**config.mk**
```make
export PLATFORM = sky130hd
export DESIGN_NAME = json_string_unescape
export DESIGN_NICKNAME = d
export VERILOG_FILES = /design/src/hdl/jsu_pkg.sv /design/src/hdl/jsu_decode.sv /design/src/hdl/jsu_out_queue.sv /design/src/hdl/json_string_unescape.sv
export SDC_FILE = /design/constraint.sdc
export NUM_CORES = 1
export LEC_CHECK = 0
export ABC_AREA = 1
export CAP_MARGIN = 40
export CELL_PAD_IN_SITES_DETAIL_PLACEMENT = 1
export CELL_PAD_IN_SITES_GLOBAL_PLACEMENT = 1
export CORE_ASPECT_RATIO = 1.75
export CORE_MARGIN = 2
export CORE_UTILIZATION = 56
export CTS_BUF_LIST = sky130_fd_sc_hd__clkbuf_2 sky130_fd_sc_hd__clkbuf_4 sky130_fd_sc_hd__clkbuf_8
export CTS_CLUSTER_SIZE = 24
export DETAILED_ROUTE_END_ITERATION = 8
export DONT_BUFFER_PORTS = 1
export PLACE_DENSITY = 0.95
export RECOVER_POWER = 25
export SETUP_SLACK_MARGIN = 0.05
export SLEW_MARGIN = 5
export SYNTH_ARGS = -nofsm -noshare
export SYNTH_HDL_FRONTEND = slang
export SYNTH_SLANG_ARGS = --single-unit
```
**constraint.sdc**
```tcl
create_clock -name i_clk -period 10.7 [get_ports i_clk]
set_input_delay 2.14 -clock i_clk [delete_from_list [all_inputs] [get_ports i_clk]]
set_output_delay 2.14 -clock i_clk [all_outputs]
set_load 0.03 [all_outputs]
```
**src/hdl/jsu_pkg.sv**
```systemverilog
// shared types and constants for the json string unescape block
package jsu_pkg;

    localparam int POS_BITS  = 16;
    localparam int OUT_POS_W = 16;
    localparam int GRP_DEPTH = 4;
    localparam int GRP_PTR_W = $clog2(GRP_DEPTH);
    localparam int GRP_LVL_W = $clog2(GRP_DEPTH + 1);

    typedef logic [1:0] t_kind;
    localparam t_kind KIND_BYTE  = 2'd0;
    localparam t_kind KIND_CLOSE = 2'd1;
    localparam t_kind KIND_ERROR = 2'd2;

    typedef logic [3:0] t_err;
    localparam t_err ERR_NONE        = 4'd0;
    localparam t_err ERR_EXP_QUOTE   = 4'd1;
    localparam t_err ERR_CONTROL     = 4'd2;
    localparam t_err ERR_TRUNC_ESC   = 4'd3;
    localparam t_err ERR_BAD_ESC     = 4'd4;
    localparam t_err ERR_TRUNC_UNI   = 4'd5;
    localparam t_err ERR_BAD_HEX     = 4'd6;
    localparam t_err ERR_UNPAIR_HIGH = 4'd7;
    localparam t_err ERR_BAD_LOW     = 4'd8;
    localparam t_err ERR_UNPAIR_LOW  = 4'd9;
    localparam t_err ERR_UNTERM      = 4'd10;

    // all results caused by one input item; nm1 is the result count minus one
    typedef struct packed {
        logic [1:0]      nm1;
        t_kind           kind;
        logic [3:0][7:0] bytes;
        t_err            code;
        logic [OUT_POS_W-1:0] pos;
    } t_group;

endpackage

```
**src/hdl/jsu_decode.sv**
```systemverilog
// input register, string state machine and utf-8 encoder
module jsu_decode
    import jsu_pkg::*;
(
    input  logic       i_clk,
    input  logic       i_rst_n,
    input  logic       i_take,
    input  logic       i_req_type,
    input  logic [7:0] i_in_byte,
    output logic       o_pending,
    output logic       o_push,
    output t_group     o_grp
);

    typedef enum logic [6:0] {
        M_IDLE   = 7'b0000001,
        M_STR    = 7'b0000010,
        M_ESC    = 7'b0000100,
        M_HEXHI  = 7'b0001000,
        M_WANTBS = 7'b0010000,
        M_WANTU  = 7'b0100000,
        M_HEXLO  = 7'b1000000
    } t_mode;

    typedef struct packed {
        logic [1:0]      nm1;
        logic [3:0][7:0] bytes;
    } t_utf8;

    localparam logic [POS_BITS-1:0] POS_MAX = '1;

    logic                r_in_valid;
    logic                r_req;
    logic [7:0]          r_byte;
    t_mode               r_mode,   n_mode;
    logic [1:0]          r_hex_cnt, n_hex_cnt;
    logic [15:0]         r_high,   n_high;
    logic [15:0]         r_cur,    n_cur;
    logic [POS_BITS-1:0] r_pos,    n_pos;
    logic [POS_BITS-1:0] r_ustart, n_ustart;

    logic                pos_inc;
    logic [POS_BITS-1:0] pos_next;
    logic                hex_ok;
    logic [3:0]          hex_nib;
    logic [15:0]         new_unit;
    logic                err_hit;
    t_err                err_code;
    logic [POS_BITS-1:0] err_pos;
    logic                byte_hit;
    logic [7:0]          byte_val;
    logic                close_hit;
    logic                utf_hit;
    logic [20:0]         cp;
    t_utf8               enc;
    logic [POS_BITS+OUT_POS_W-1:0] pos_wide;

    function automatic t_utf8 utf8_enc(input logic [20:0] c);
        t_utf8 r;
        r.bytes = '0;
        if (c <= 21'h7f) begin
            r.nm1      = 2'd0;
            r.bytes[0] = c[7:0];
        end else if (c <= 21'h7ff) begin
            r.nm1      = 2'd1;
            r.bytes[0] = {3'b110, c[10:6]};
            r.bytes[1] = {2'b10, c[5:0]};
        end else if (c <= 21'hffff) begin
            r.nm1      = 2'd2;
            r.bytes[0] = {4'b1110, c[15:12]};
            r.bytes[1] = {2'b10, c[11:6]};
            r.bytes[2] = {2'b10, c[5:0]};
        end else begin
            r.nm1      = 2'd3;
            r.bytes[0] = {5'b11110, c[20:18]};
            r.bytes[1] = {2'b10, c[17:12]};
            r.bytes[2] = {2'b10, c[11:6]};
            r.bytes[3] = {2'b10, c[5:0]};
        end
        return r;
    endfunction

    always_comb begin
        hex_ok  = 1'b1;
        hex_nib = 4'd0;
        if (r_byte >= "0" && r_byte <= "9") begin
            hex_nib = 4'(r_byte - 8'h30);
        end else if (r_byte >= "a" && r_byte <= "f") begin
            hex_nib = 4'(r_byte - 8'h57);
        end else if (r_byte >= "A" && r_byte <= "F") begin
            hex_nib = 4'(r_byte - 8'h37);
        end else begin
            hex_ok = 1'b0;
        end
    end

    assign new_unit = {r_cur[11:0], hex_nib};
    assign pos_next = (r_pos == POS_MAX) ? r_pos : r_pos + 1'b1;

    always_comb begin
        n_mode    = r_mode;
        n_hex_cnt = r_hex_cnt;
        n_high    = r_high;
        n_cur     = r_cur;
        n_pos     = r_pos;
        n_ustart  = r_ustart;
        pos_inc   = 1'b0;
        err_hit   = 1'b0;
        err_code  = ERR_NONE;
        err_pos   = '0;
        byte_hit  = 1'b0;
        byte_val  = r_byte;
        close_hit = 1'b0;
        utf_hit   = 1'b0;
        cp        = {5'd0, new_unit};

        if (r_in_valid) begin
            if (r_req) begin
                err_hit = 1'b1;
                case (r_mode)
                    M_STR: begin
                        err_code = ERR_UNTERM;
                        err_pos  = r_pos;
                    end
                    M_ESC: begin
                        err_code = ERR_TRUNC_ESC;
                        err_pos  = r_pos;
                    end
                    M_HEXHI, M_HEXLO: begin
                        err_code = ERR_TRUNC_UNI;
                        err_pos  = r_ustart;
                    end
                    M_WANTBS: begin
                        err_code = ERR_UNPAIR_HIGH;
                        err_pos  = r_pos;
                    end
                    M_WANTU: begin
                        err_code = ERR_UNPAIR_HIGH;
                        err_pos  = r_ustart;
                    end
                    default: begin
                        err_code = ERR_EXP_QUOTE;
                    end
                endcase
            end else begin
                pos_inc = (r_mode != M_IDLE);
                if (pos_inc) begin
                    n_pos = pos_next;
                end
                case (r_mode)
                    M_STR: begin
                        if (r_byte == "\"") begin
                            close_hit = 1'b1;
                            n_mode    = M_IDLE;
                        end else if (r_byte < 8'h20) begin
                            err_hit  = 1'b1;
                            err_code = ERR_CONTROL;
                            err_pos  = r_pos;
                        end else if (r_byte == "\\") begin
                            n_mode = M_ESC;
                        end else begin
                            byte_hit = 1'b1;
                        end
                    end
                    M_ESC: begin
                        n_mode   = M_STR;
                        byte_hit = 1'b1;
                        case (r_byte)
                            "\"", "\\", "/": byte_val = r_byte;
                            "b": byte_val = 8'h08;
                            "f": byte_val = 8'h0c;
                            "n": byte_val = 8'h0a;
                            "r": byte_val = 8'h0d;
                            "t": byte_val = 8'h09;
                            "u": begin
                                byte_hit  = 1'b0;
                                n_mode    = M_HEXHI;
                                n_hex_cnt = 2'd0;
                                n_cur     = '0;
                                n_ustart  = pos_next;
                            end
                            default: begin
                                byte_hit = 1'b0;
                                err_hit  = 1'b1;
                                err_code = ERR_BAD_ESC;
                                err_pos  = r_pos;
                            end
                        endcase
                    end
                    M_WANTBS: begin
                        if (r_byte != "\\") begin
                            err_hit  = 1'b1;
                            err_code = ERR_UNPAIR_HIGH;
                            err_pos  = r_pos;
                        end else begin
                            n_mode   = M_WANTU;
                            n_ustart = r_pos;
                        end
                    end
                    M_WANTU: begin
                        if (r_byte != "u") begin
                            err_hit  = 1'b1;
                            err_code = ERR_UNPAIR_HIGH;
                            err_pos  = r_ustart;
                        end else begin
                            n_mode    = M_HEXLO;
                            n_hex_cnt = 2'd0;
                            n_cur     = '0;
                            n_ustart  = pos_next;
                        end
                    end
                    M_HEXHI, M_HEXLO: begin
                        if (!hex_ok) begin
                            err_hit  = 1'b1;
                            err_code = ERR_BAD_HEX;
                            err_pos  = r_pos;
                        end else begin
                            n_cur = new_unit;
                            if (r_hex_cnt != 2'd3) begin
                                n_hex_cnt = r_hex_cnt + 2'd1;
                            end else begin
                                n_hex_cnt = 2'd0;
                                if (r_mode == M_HEXHI) begin
                                    if (new_unit >= 16'hd800 && new_unit <= 16'hdbff) begin
                                        n_high = new_unit;
                                        n_mode = M_WANTBS;
                                    end else if (new_unit >= 16'hdc00 &&
                                                 new_unit <= 16'hdfff) begin
                                        err_hit  = 1'b1;
                                        err_code = ERR_UNPAIR_LOW;
                                        err_pos  = r_ustart;
                                    end else begin
                                        n_mode  = M_STR;
                                        utf_hit = 1'b1;
                                    end
                                end else begin
                                    if (new_unit < 16'hdc00 || new_unit > 16'hdfff) begin
                                        err_hit  = 1'b1;
                                        err_code = ERR_BAD_LOW;
                                        err_pos  = r_ustart;
                                    end else begin
                                        n_mode  = M_STR;
                                        utf_hit = 1'b1;
                                        // join the surrogate pair into one code point
                                        cp = 21'h10000 + {1'b0, r_high[9:0], new_unit[9:0]};
                                    end
                                end
                            end
                        end
                    end
                    default: begin
                        if (r_byte == "\"") begin
                            n_mode    = M_STR;
                            n_pos     = POS_BITS'(1);
                            n_hex_cnt = 2'd0;
                            n_cur     = '0;
                            n_high    = '0;
                            n_ustart  = '0;
                        end else begin
                            err_hit  = 1'b1;
                            err_code = ERR_EXP_QUOTE;
                        end
                    end
                endcase
            end
            if (err_hit) begin
                n_mode = M_IDLE;
            end
        end
    end

    assign enc      = utf8_enc(cp);
    assign pos_wide = {{OUT_POS_W{1'b0}}, err_pos};

    always_comb begin
        o_grp.nm1   = 2'd0;
        o_grp.kind  = KIND_BYTE;
        o_grp.bytes = '0;
        o_grp.code  = ERR_NONE;
        o_grp.pos   = '0;
        if (err_hit) begin
            o_grp.kind = KIND_ERROR;
            o_grp.code = err_code;
            o_grp.pos  = pos_wide[OUT_POS_W-1:0];
        end else if (close_hit) begin
            o_grp.kind = KIND_CLOSE;
        end else if (utf_hit) begin
            o_grp.nm1   = enc.nm1;
            o_grp.bytes = enc.bytes;
        end else begin
            o_grp.bytes[0] = byte_val;
        end
    end

    assign o_push    = err_hit | close_hit | utf_hit | byte_hit;
    assign o_pending = r_in_valid;

    always_ff @(posedge i_clk) begin
        if (!i_rst_n) begin
            r_in_valid <= 1'b0;
            r_mode     <= M_IDLE;
            r_hex_cnt  <= '0;
            r_high     <= '0;
            r_cur      <= '0;
            r_pos      <= '0;
            r_ustart   <= '0;
        end else begin
            r_in_valid <= i_take;
            r_mode     <= n_mode;
            r_hex_cnt  <= n_hex_cnt;
            r_high     <= n_high;
            r_cur      <= n_cur;
            r_pos      <= n_pos;
            r_ustart   <= n_ustart;
        end
    end

    always_ff @(posedge i_clk) begin
        if (i_take) begin
            r_req  <= i_req_type;
            r_byte <= i_in_byte;
        end
    end

endmodule

```
**src/hdl/jsu_out_queue.sv**
```systemverilog
// queue of result groups and serializer that sends one result per transfer
module jsu_out_queue
    import jsu_pkg::*;
(
    input  logic                 i_clk,
    input  logic                 i_rst_n,
    input  logic                 i_push,
    input  t_group               i_grp,
    output logic [GRP_LVL_W-1:0] o_level,
    output logic                 o_valid,
    input  logic                 i_stall,
    output logic [1:0]           o_out_kind,
    output logic [7:0]           o_out_byte,
    output logic [3:0]           o_error_code,
    output logic [15:0]          o_error_position,
    output logic                 o_last
);

    t_group               r_mem [GRP_DEPTH];
    logic [GRP_PTR_W-1:0] r_wptr,  n_wptr;
    logic [GRP_PTR_W-1:0] r_rptr,  n_rptr;
    logic [GRP_LVL_W-1:0] r_level, n_level;
    logic [1:0]           r_idx,   n_idx;
    t_group               head;
    logic                 xfer;
    logic                 pop;

    assign head    = r_mem[r_rptr];
    assign o_valid = (r_level != '0);
    assign o_last  = (r_idx == head.nm1);
    assign xfer    = o_valid & ~i_stall;
    assign pop     = xfer & o_last;

    assign o_out_kind       = head.kind;
    assign o_out_byte       = head.bytes[r_idx];
    assign o_error_code     = head.code;
    assign o_error_position = head.pos;
    assign o_level          = r_level;

    always_comb begin
        n_wptr  = r_wptr;
        n_rptr  = r_rptr;
        n_level = r_level;
        n_idx   = r_idx;
        if (i_push) begin
            n_wptr = (r_wptr == GRP_PTR_W'(GRP_DEPTH - 1)) ? '0 : r_wptr + 1'b1;
        end
        if (xfer) begin
            n_idx = r_idx + 2'd1;
        end
        if (pop) begin
            n_idx  = 2'd0;
            n_rptr = (r_rptr == GRP_PTR_W'(GRP_DEPTH - 1)) ? '0 : r_rptr + 1'b1;
        end
        if (i_push && !pop) begin
            n_level = r_level + 1'b1;
        end else if (!i_push && pop) begin
            n_level = r_level - 1'b1;
        end
    end

    always_ff @(posedge i_clk) begin
        if (!i_rst_n) begin
            r_wptr  <= '0;
            r_rptr  <= '0;
            r_level <= '0;
            r_idx   <= '0;
        end else begin
            r_wptr  <= n_wptr;
            r_rptr  <= n_rptr;
            r_level <= n_level;
            r_idx   <= n_idx;
        end
    end

    always_ff @(posedge i_clk) begin
        if (i_push) begin
            r_mem[r_wptr] <= i_grp;
        end
    end

endmodule

```
**src/hdl/json_string_unescape.sv**
```systemverilog
// top level: decodes one quoted json string into utf-8 bytes, close and error results
// an item is decoded in the cycle after its transfer; its first result is written into the
// result-group queue and shows at the output once the queue holds it
// one item is taken every cycle while the four-entry result-group queue has room
// results leave at one per cycle while i_stall is low; a \u escape gives up to four bytes
// synchronous active-low reset: waits for an opening quote, position zero, queue empty
module json_string_unescape
    import jsu_pkg::*;
(
    input  logic        i_clk,
    input  logic        i_rst_n,
    input  logic        i_valid,
    output logic        o_stall,
    input  logic        i_req_type,
    input  logic [7:0]  i_in_byte,
    output logic        o_valid,
    input  logic        i_stall,
    output logic [1:0]  o_out_kind,
    output logic [7:0]  o_out_byte,
    output logic [3:0]  o_error_code,
    output logic [15:0] o_error_position,
    output logic        o_last
);

    logic                 take;
    logic                 pending;
    logic                 push;
    t_group               grp;
    logic [GRP_LVL_W-1:0] level;

    // keep one slot free for the item already in the decode register
    assign o_stall = (level == GRP_LVL_W'(GRP_DEPTH)) ||
                     ((level == GRP_LVL_W'(GRP_DEPTH - 1)) && pending);
    assign take    = i_valid & ~o_stall;

    jsu_decode u_decode (
        .i_clk      (i_clk),
        .i_rst_n    (i_rst_n),
        .i_take     (take),
        .i_req_type (i_req_type),
        .i_in_byte  (i_in_byte),
        .o_pending  (pending),
        .o_push     (push),
        .o_grp      (grp)
    );

    jsu_out_queue u_out_queue (
        .i_clk            (i_clk),
        .i_rst_n          (i_rst_n),
        .i_push           (push),
        .i_grp            (grp),
        .o_level          (level),
        .o_valid          (o_valid),
        .i_stall          (i_stall),
        .o_out_kind       (o_out_kind),
        .o_out_byte       (o_out_byte),
        .o_error_code     (o_error_code),
        .o_error_position (o_error_position),
        .o_last           (o_last)
    );

endmodule
```
# Word level (Yosys, flattened, before mapping)
# Memories as Yosys holds them, arrays and structs flattened. A register that Yosys moved wholly into a read port is not among the register bits.
# Index checks and enable logic that the tools add are counted.
[op_classes] reduce_logical=34 mux=153 n_mul=0 div_mod_pow=0 add_sub_neg=11 n_shift=0 n_lt_le_gt_ge=17 n_eq_ne=41 n_bitwise=13
[ops] cell="16-bit 2-to-1 mux" n=23
[ops] cell="21-bit 2-to-1 mux" n=7
[ops] cell="7-bit 2-to-1 mux" n=14
[ops] cell="16-bit one-hot mux with 5 select lines" n=1
[ops] cell="32-bit 2-to-1 mux" n=2
[ops] cell="16-bit one-hot mux with 4 select lines" n=1
[ops] cell="8-bit by 7-bit equality test with 1-bit output (second input constant)" n=7
[ops] cell="8-bit 2-to-1 mux" n=7
[ops] cell="4-bit 2-to-1 mux" n=13
[ops] cell="24-bit 2-to-1 mux" n=2
[ops] cell="12-bit one-hot mux with 4 select lines" n=1
[ops] cell="1-bit 2-to-1 mux" n=42
[ops] cell="10-bit 2-to-1 mux" n=4
[ops] cell="8-bit one-hot mux with 5 select lines" n=1
[ops] cell="12-bit 2-to-1 mux" n=3
[ops] cell="7-bit one-hot mux with 5 select lines" n=1
[ops] cell="16-bit greater-or-equal comparator (second input constant)" n=2
[ops] cell="16-bit less-or-equal comparator (second input constant)" n=2
[ops] cell="2-bit 2-to-1 mux" n=16
[ops] cell="16-bit one-hot mux with 2 select lines" n=1
[ops] cell="22-bit 2-to-1 mux" n=1
[ops] cell="17-bit by 20-bit adder with 21-bit output (first input constant)" n=1
[ops] cell="21-bit by 11-bit less-or-equal comparator with 1-bit output (second input constant)" n=1
[ops] cell="21-bit by 16-bit less-or-equal comparator with 1-bit output (second input constant)" n=1
[ops] cell="66 further kinds" n=115
[totals] output_inout_bits=33 latch_bits=0 n_memories=1 ram_bits=224 romBits=0 regBits=82 elab_cells=283
[memory_table] name="u_out_queue.r_mem" words=4 word_bits=56 rd=1 rd_ports_with_merged_regs=1 wr=1 line_no="jsu_out_queue.sv:19" source="t_group r_mem [GRP_DEPTH];"

# Longest topological paths before layout
[depth] ltp_word=23 depth_mapped=23 mapped_depth_nobuf=23

# Hierarchy
# Synthesis repeated with hierarchy kept, for this count alone.
[hier_totals] hier_cells=1672 hier_area_um2=15209.6
[modules_own_cells] mod="jsu_out_queue" cells_per_inst=652 n_inst=1 area_per_inst_um2=9056.2 seq_area_each_um2=6946.7
[modules_own_cells] mod="jsu_decode" cells_per_inst=1013 n_inst=1 area_per_inst_um2=6119.6 seq_area_each_um2=1551.5
[modules_own_cells] mod="json_string_unescape" cells_per_inst=7 n_inst=1 area_per_inst_um2=33.8 seq_area_each_um2=0.0

# Worst setup path after synthesis
# OpenSTA, ideal clock, no wires.
[synth_path] kind="reg2out" from="register with a tool-made name" to="output o_out_byte[6]" arrival_ps=1868 setup_slack_ps=6692 stages_incl_launch_ff=7 t_required_ps=8560 n_path_buf=2 path_cell_list="dfxtp_1 clkbuf_1 clkbuf_1 nor2_1 nor2_1 o21ai_0 a21boi_0"
[synth_lines] element="end, declared" line_no="json_string_unescape.sv:19" source="output logic [7:0] o_out_byte,"

==> flow_summary.toml <==
[run_status]
status = "finished, violations left"
violations = "max-capacitance violations, max-slew violations"

[worst_setup_path]
critPathKind = "flop to output port"
critPathMaxFanout = 60
required_ns = 8.56
critPathSlowestCell = "clkbuf_1"
worstPathArrival_ns = 5.15
startpoint_type = "flop"
slowest_delay_ns = 1.97
reg2reg_depth = 17
worstPathCellList = "inv_1 -> clkbuf_1 -> o21ai_0 -> o221ai_1 -> o211ai_1 -> nand3_1"
reg2reg_slack_ns = 4.35
end_kind = "output port"

[timing]
fin_skew_ns = 0.0318
setup_viol = 0
tightest_slew_ns = 2.69
fmax_mhz = 137
fin_ws_ns = 3.41
slew-limit-headroom_pct = -79.2
period_minus_slack_ns = 7.29
drv_slew = 92
hold_viol = 0
grt_setup_unrepaired = "no"
fin_tns_setup_ns = 0
period_share_pct = 68.1

[clock_tree]
cts_sinks = 292
clk_pin_slew_ns = 0.08
htreeDepth = 2
tritoncts = "done"
insertion_delay_ns = 0.60
cts-root-buf = "clkbuf_8"
ctsHoldBuffers = 0
clockBufferDepth = 3
cts_resized = 0
post_cts_buffers = 0
cts_inserted_buffers = 41

[min_path]
hold_path_depth = 2
min_path_type = "flop to flop"

[floorplan]
die_area_mm2 = 0.0271
die_h_um = 216
start_util_pct = 57.1
core_mm2 = 0.0252
num_rows = 77
io_pins = 46
die-width_um = 125

[synthesis]
syn-instance-count = 1573
yosys_most_used_dff = "edfxtp_1"
yosysWarningCount = 0
synth-seq-cells = 292
syn_area_per_cell_um2 = 9.16
synthDistinctLibCells = 56
seq_area_frac_synth_pct = 55.7
syn_nets = 1601
synth-edff-count = 217
yosys.area.top_type = "edfxtp_1"
synth.top_cells.by_area = "edfxtp_1, dfxtp_1, nand2_1"
ys_async_sr_fraction_pct = 0
syn_area_mm2 = 0.0144
yosysTopAreaCellShare_pct = 45.2

[cells_and_area]
nNetsFinal = 1587
area_growth_pct = 6.77
fill_cells = 2849
drive_gt1_share_pct = 8.17
layout_common_cells = "nand2_1, nor2_1, edfxtp_1"
diodes = 0
layout_commonest_cell = "nand2_1"

[power]
power_leakage_nw = 5.80
seq_power_share_pct = 45.6
power.share.clock_pct = 32.9
p_sw_mw = 1.02
p_int_mw = 1.90
ir_drop_v = 0.000120
combPwrFrac_pct = 21.5
switching_share_pct = 34.8
powerDensity_mw_per_mm2 = 190

[detailed_routing]
dr_wl_met2_um = 27400
dr.pass1.iters = 6
num_vias = 13600
wl_met3_um = 4960
highest_layer = "met4"
viasPerCell = 7.11
postRouteAntennaNets = 0
drtIter0Drc = 1750
wl_um = 55800
wire_per_inst_um = 29.2
drt-met1-wl_um = 18300
drc = 0

[place]
gp_congestion = 1.01
port_buffers = 0
dp_hpwl_um = 31900
pre_cts_slack_ns = 6.13

[global_routing]
grt_pass1_wl_um = 85300
grt_pass1_vias = 14200
grtUsageTotal_pct = 40.7
antenna_found_initial = 0
grt_max_degree = 93
overflow = 0

[run]
cap_viol_max_count = 2
cell usage after synthesis, drive strengths merged, types with 2 or more instances:
cell     number
nand2       267
nor2        251
edfxtp      217
o21ai       168
inv         133
nand3        84
dfxtp        75
a21oi        72
clkbuf       54
o22ai        47
o211ai       28
nand4        26
buf          22
nor3         21
o221ai       15
ha           14
o2111ai      13
xor2         13
a211oi        8
nor4          7
o221a         7
a221oi        5
clkinv        5
a21boi        2
a22oi         2
a32o          2
nand3b        2
o211a         2
o21a          2
cell families (layout without fill, tap and decap cells):
kind of cell | Yosys count | in the layout | share of synthesized area (%)
compound gates | 378 | 378 | 15.8
xor+xnor | 14 | 14 | 0.851
fa+ha+maj | 15 | 15 | 1.36
buf+inv | 214 | 233 | 5.93
simple gates | 660 | 660 | 20.4
flops | 292 | 292 | 55.7
stage by stage:
stage / total power [mW] / cell area (um2) / util (%) / hold WS [ns] / std cells
finish: 2.92 / 15400 / 60.9 / 0.487 / 1908
global route: 3.00 / 15400 / 60.9 / 0.510 / 1908
CTS: 2.90 / 15500 / 61.5 / 0.487 / 1907
detailed placement: 1.94 / 14700 / 58.1 / 0.456 / 1831
global placement: 1.89 / 14500 / 57.6 / 0.444 / 1823
floorplan: 1.77 / 14400 / - / 0.430 / 1573
power by group through the flow:
stage,Combinational [mW],Sequential [mW],Clock (mW)
finish,0.628,1.33,0.961
global route,0.662,1.34,1.00
CTS,0.616,1.33,0.955
detailed placement,0.591,1.35,0
global placement,0.541,1.34,0
floorplan,0.436,1.33,0
path summary, 6_finish.rpt:
check | from | endpoint
max reg2reg | u_decode.r_mode[2] | u_out_queue.r_mem[0][26]
max | flop | o_out_byte[1]
min reg2reg | u_decode.r_hex_cnt[1] | u_decode.r_hex_cnt[1]
min | u_decode.r_hex_cnt[1] | u_decode.r_hex_cnt[1]
per-layer routing:
| metal | global-route usage (%) | vias to the layer above |
|---|---|---|
| met4 | 30.1 | 0 |
| met3 | 7.06 | 408 |
| met1 | 46.0 | 6505 |
| met5 | 0 | - |
| met2 | 68.7 | 1146 |
| li1 | - | 5498 |
area by class of cell:
type	instances	area (um2)	area share, %
Clock inverter	18	144	0.936
Sequential cell	292	8020	52.1
Multi-Input combinational cell	1067	5430	35.3
Timing Repair Buffer	19	156	1.02
Tap cell	316	395	2.57
Clock buffer	58	717	4.66
Inverter	138	519	3.38
registers in the layout (all words and copies together) (netlist names), named ones only:
name and flops:
u_out_queue.r_mem 208, u_decode.r_pos 16, u_decode.r_ustart 16, u_decode.r_cur 12, u_decode.r_high 10, u_decode.r_byte 8, u_decode.r_mode 7, u_out_queue.o_level 3
u_decode.r_hex_cnt 2, u_out_queue.r_idx 2, u_out_queue.r_rptr 2, u_out_queue.r_wptr 2, u_decode.o_pending 1, u_decode.r_req 1
worst max-delay path, delay by kind of cell, from the launching register on:
kind / cells / cell delay (ns)
buffers and inverters: 2 / 2.93
AND/OR/NAND/NOR: 1 / 0.36
flip-flops: 1 / 0.33
AO/OA/AOI/OAI: 3 / 0.89
(Power assumes the default switching activity.)
